`config.mk`:
```
export PLATFORM = sky130hd
export DESIGN_NAME = gkc_store
export DESIGN_NICKNAME = d
export VERILOG_FILES = /design/src/gkc_pkg.sv /design/src/gkc_store.sv
export SDC_FILE = /design/constraint.sdc
export NUM_CORES = 2
export LEC_CHECK = 0
export BUFFER_PORTS_ARGS = -buffer_cell sky130_fd_sc_hd__buf_2
export CAP_MARGIN = 10
export CORE_UTILIZATION = 55
export DETAILED_ROUTE_END_ITERATION = 8
export PLACE_DENSITY = 0.75
export REMOVE_ABC_BUFFERS = 1
export SYNTH_ARGS = -nofsm -noshare
export SYNTH_HDL_FRONTEND = slang
export SYNTH_MEMORY_MAX_BITS = 65536
export SYNTH_SLANG_ARGS = --single-unit
export TNS_END_PERCENT = 10
```
`constraint.sdc`:
```
create_clock -name clk -period 6.2 [get_ports clk]
set_input_delay 0.93 -clock clk [delete_from_list [all_inputs] [get_ports clk]]
set_output_delay 0.93 -clock clk [all_outputs]
set_load 0.005 [all_outputs]
```
`src/gkc_pkg.sv`:
```
`timescale 1ns / 1ps
// ----------------------------------------------------------------------------
// gkc_pkg
// Shared types and constants for the k-core peeling block.
// ----------------------------------------------------------------------------
package gkc_pkg;

    // Width of node numbers, degrees and configuration values.
    localparam int NODE_W = 7;
    localparam int DEG_W  = 7;
    localparam int CFG_W  = 7;

    // Largest degree a counter can hold.
    localparam logic [DEG_W-1:0] DEG_MAX = 7'd127;

    // Commands carried by a request transfer.
    localparam logic CMD_LOAD = 1'b0;
    localparam logic CMD_RUN  = 1'b1;

    // Configuration register indexes.
    localparam logic CFG_NODE_COUNT = 1'b0;
    localparam logic CFG_MIN_DEGREE = 1'b1;

    // Request payload: one edge load or one run command.
    typedef struct packed {
        logic              cmd;
        logic [NODE_W-1:0] node_a;
        logic [NODE_W-1:0] node_b;
    } req_t;

    // Response payload: the size of the surviving core.
    typedef struct packed {
        logic [NODE_W-1:0] core_size;
        logic              core_nonempty;
    } rsp_t;

    // Write strobes for the two stores.
    typedef struct packed {
        logic adj_we;
        logic deg_we;
    } store_ctl_t;

endpackage

```
`src/gkc_store.sv`:
```
`timescale 1ns / 1ps
`default_nettype none
// ----------------------------------------------------------------------------
// gkc_store
// Adjacency row memory and degree memory, one write and one registered read.
// ----------------------------------------------------------------------------
module gkc_store #(
    parameter int DEPTH = 64,
    parameter int IDX_W = 6
) (
    input  wire                           clk,
    input  gkc_pkg::store_ctl_t           ctl,
    input  wire  [IDX_W-1:0]              waddr,
    input  wire  [DEPTH-1:0]              wrow,
    input  wire  [gkc_pkg::DEG_W-1:0]     wdeg,
    input  wire  [IDX_W-1:0]              raddr,
    output logic [DEPTH-1:0]              rrow,
    output logic [gkc_pkg::DEG_W-1:0]     rdeg
);

    logic [DEPTH-1:0]          adj_mem [DEPTH];
    logic [gkc_pkg::DEG_W-1:0] deg_mem [DEPTH];

    // Adjacency rows: write port and registered read port.
    always_ff @(posedge clk)
    begin
        if (ctl.adj_we)
        begin
            adj_mem[waddr] <= wrow;
        end
        rrow <= adj_mem[raddr];
    end

    // Degree counts: write port and registered read port.
    always_ff @(posedge clk)
    begin
        if (ctl.deg_we)
        begin
            deg_mem[waddr] <= wdeg;
        end
        rdeg <= deg_mem[raddr];
    end

endmodule
`default_nettype wire

```
### After elaboration in Yosys (flattened, before gate mapping)

Memories as Yosys holds them, arrays and structs flattened. A register that Yosys moved wholly into a read port is not among the register bits.
Cells that the tools add are included.

| word-level totals | value |
|---|---|
| input port bits | 86 |
| bits in registers | 0 |
| word-level logic and storage cells | 6 |
| output and inout bits | 71 |
| memory bits (writable) | 4,544 |
| memories | 2 |

| cells by class | value |
|---|---|
| muxes and demuxes | 4 |

Memories:

| memory | depth | bits a word | read ports | clocked after memory_dff | write ports | line | text |
|---|---|---|---|---|---|---|---|
| adj_mem | 64 | 64 | 1 | 1 | 1 | gkc_store.sv:21 | `logic [DEPTH-1:0] adj_mem [DEPTH];` |
| deg_mem | 64 | 7 | 1 | 1 | 1 | gkc_store.sv:22 | `logic [gkc_pkg::DEG_W-1:0] deg_mem [DEPTH];` |

Operators by type and width:

| cell | count |
|---|---|
| two-way mux 1 bit | 4 |

### Logic depth before layout (Yosys ltp)

| depth | value |
|---|---|
| word-level depth | 2 |
| gate-level depth with buffers | 9 |
| mapped depth without buffers | 5 |

### Worst setup path before layout

No wires, ideal clock.

| timing | value |
|---|---|
| path kind | input -> register |
| start | input port waddr[5] |
| end | memory adj_mem[32][0] (enable) |
| arrival time | 4,692 ps |
| path slack | 1,021 ps |
| required time | 5,713 ps |
| library setup time | 487 ps |
| stages | 6 |
| buffers on the path | 2 |
| path through | clkbuf_1 or3b_2 clkbuf_1 inv_1 nand2_1 nor2_1 |

RTL lines:

| element | line | text |
|---|---|---|
| from (decl) | gkc_store.sv:13 | `input wire [IDX_W-1:0] waddr,` |
| to (decl) | gkc_store.sv:21 |  |

No word-level cell before the write port.

==> impl_metrics.csv <==
group,metric,value,unit
global_routing,grt_pass1_wl,634.2,mm
clock_network,cts_tree,"done",
min_path,hp-class,"in -> reg",
yosys,synth_cell_types,32,
pwr,p_int,50800,uW
floorplanning,die_x,563.0,um
global_routing,antenna_found_initial,26,
place,placed_area,179900,um2
layout,drive_gt1_frac,0.2777,
sta,finalWorstSetupSlack,2.647,ns
yosys,syn_avg_cell_area,23.69,um2
place,gp_congestion,0.8221,
floorplanning,die-area,316900,um2
clock_network,cts_setup_buffers,0,
worst_setup_path,r2r_cells,5,
drt,finalWirelength,447.5,mm
place,post-place-ws,1.752,ns
layout,final_cell_count_no_fill,12240,
min_path,hold_end,"adj_mem[13][62]$_DFFE_PP_",
yosys,ys_ff_latch,4615,
place,portBuffers,156,
layout,nets,7790,
yosys,yosys_warnings,0,
drt,drc,0,
clock_network,cts.path.max_buffers,4,
place,placed_cells,11400,
sta,rsz0062_at_grt,"no",
worst_setup_path,cp-start-kind,"primary input",
worst_setup_path,r2r_start,"adj_mem[13][34]$_DFFE_PP_",
clock_network,clock-sinks,4615,
min_path,hold_start,"wrow[62]",
worst_setup_path,crit_chain,"buf_2 > and2_2 > buf_4 > nand2_1 > o221ai_1 > o22ai_1 > and3_1",
status,status,"completed",
pwr,power.density,332.0,nW/um2
worst_setup_path,crit_fanout,25,
global_routing,grt_pass1_vias,86430,
pwr,comb_power_share,0.045,
pwr,total_power,64560,uW
pwr,switchingPower,13760,uW
yosys,seq_area_frac_synth,0.7966,
layout,syn_to_final_growth,12.34,%
sta,fin_crit,3.553,ns
drt,wl_per_cell,36.56,um
clock_network,cts_buffers,438,
sta,finalCritPeriodShare,0.5731,
worst_setup_path,slowest_delay,0.88,ns
worst_setup_path,path_buf_inv,2,
global_routing,overflow,0,
clock_network,root_buffer,"clkbuf_16",
pwr,ir_drop,0.0003149,V
worst_setup_path,cp.depth,7,
floorplanning,io_pins,157,
global_routing,grt_max_degree,127,
place,dpl.hpwl,237.6,mm
pwr,p_sw_frac,0.2131,
layout,final_cell_area,194400,um2
sta,setup_violations,0,
floorplanning,start_util,0.5540,
job,maxCapViolations,0,
yosys,synthCells,7307,
sta,skew,0.08571,ns
clock_network,hold_buffers,0,
sta,finalMaxSlewViolations,0,
floorplanning,core_area,312400,um2
global_routing,grtUsageTotal,0.2831,
worst_setup_path,slowest_stage,"o221ai_1",
pwr,seqPwrFrac,0.538,
clock_network,clock_latency,1.04,ns
pwr,p_leak,0.06006,uW
drt,ant_nets,0,
worst_setup_path,path_class,"in -> reg",
drt,drt_iter0_drc,12990,
sta,fmax,0.2814,GHz
min_path,hold_depth,2,
worst_setup_path,worstReg2RegEnd,"rrow[34]$_DFF_P_",
layout,final_core_util,0.6224,
sta,slew-limit-headroom,0.07337,
yosys,syn-cell-area,173100,um2
clock_network,post_cts_resized,0,
worst_setup_path,arrival,4.40,ns
drt,dr_total_vias,84860,
clock_network,ctsHtreeMaxLevel,5,
worst_setup_path,ff2ff_setup_slack,3.94,ns
sta,tightest_slew,1.387,ns
floorplanning,row_count,205,
worst_setup_path,cp-end-kind,"flip-flop",
worst_setup_path,crit_required,7.04,ns
floorplanning,die_height,563.0,um
drt,dr.pass1.iters,8,
worst_setup_path,cp_top_family,"simple AND/OR/NAND/NOR gates",
sta,finalHoldViolCount,0,
pwr,power_frac_clock,0.417,
drt,vias_per_cell,6.933,
clock_network,clk_pin_slew,0.06,ns
cell families after synthesis:
group,Yosys count,synth area share
flip-flops,4615,0.7966
multiplexers,1204,0.1518
AO/OA/AOI/OAI,617,0.02670
AND/OR/NAND/NOR,437,0.01251
buffers and inverters,434,0.01243
per-stage QoR:
step | hold WS [ns] | setup TNS [ns]
finish | 0.6547 | 0
detailed placement | 0.8222 | 0
global route | 0.6386 | 0
global placement | 0.8056 | 0
floorplan | 0.7832 | -12.58
CTS | 0.5906 | 0
routing by layer:
metal  track usage  wire length [um]
met5             0                76
met4        0.1221             21840
met3       0.05900             54290
met2        0.4576            217500
met1        0.3775            153800
power by group through the flow:
stage / Sequential (uW) / Combinational, uW / Clock [uW]
after CTS: 34700 / 2910 / 27100
after global placement: 35300 / 2800 / 0
after global routing: 34700 / 3050 / 28200
after detailed placement: 35400 / 2870 / 0
after floorplan: 35300 / 1230 / 0
final: 34700 / 2930 / 26900
synth_stat cells, drive strengths merged:
cell type | number | area (um2)
mux4 | 1136 | 25580
or3 | 4 | 25.02
nor2 | 136 | 510.5
nand3 | 148 | 740.7
a21oi | 24 | 120.1
or3b | 2 | 17.52
and2 | 3 | 18.77
a211oi | 48 | 360.4
buf | 231 | 1390
or2 | 3 | 18.77
mux2i | 67 | 670.6
o211a | 22 | 220.2
mux2 | 1 | 11.26
nand3b | 7 | 52.55
nand4 | 2 | 12.51
a22oi | 284 | 2132
and3 | 48 | 300.3
nor2b | 52 | 325.3
o221ai | 118 | 1033
clkbuf | 193 | 724.4
nand2b | 9 | 56.30
nand2 | 23 | 86.33
o22ai | 120 | 750.7
inv | 10 | 37.54
edfxtp | 4544 | 136500
dfxtp | 71 | 1421
o21ai | 1 | 5.000
layout make-up:
| class | count | area, um2 |
|---|---|---|
| Antenna cell | 15 | 37.54 |
| Multi-Input combinational cell | 2258 | 33610 |
| Sequential cell | 4615 | 137900 |
| Tap cell | 4140 | 5180 |
| Clock buffer | 567 | 11750 |
| Inverter | 10 | 37.54 |
| Fill cell | 19830 | 118000 |
| Timing Repair Buffer | 381 | 3171 |
| Clock inverter | 254 | 2778 |
flip-flops by register name, summed over array words and instances (netlist names):
register	count
rrow	64
deg_mem	448
rdeg	7
adj_mem	4096
cells in the final DEF (no fill, tap or decap), drive strengths merged, types with 52 or more instances in the layout:
cell type	synthesis	routed
a22oi	284	284
buf	231	381
clkbuf	193	567
clkinv	0	184
dfxtp	71	71
edfxtp	4544	4544
mux2i	67	67
mux4	1136	1136
nand3	148	148
nor2	136	136
nor2b	52	52
o221ai	118	118
o22ai	120	120
worst max-delay path by stage:
| stage | start | endpoint | slack, ns |
|---|---|---|---|
| 3_3_place_gp | raddr[3] | rrow[62]$_DFF_P_ | 1.74 |
| 4_1_cts | raddr[3] | rrow[62]$_DFF_P_ | 2.82 |
| 5_1_grt | raddr[3] | rrow[62]$_DFF_P_ | 2.75 |
| 2_1_floorplan | raddr[2] | rrow[63]$_DFF_P_ | -0.20 |
| 3_5_place_dp | raddr[3] | rrow[62]$_DFF_P_ | 1.75 |
| 6_report | raddr[3] | rrow[62]$_DFF_P_ | 2.65 |
No activity file was read; power rests on OpenSTA's default activity.
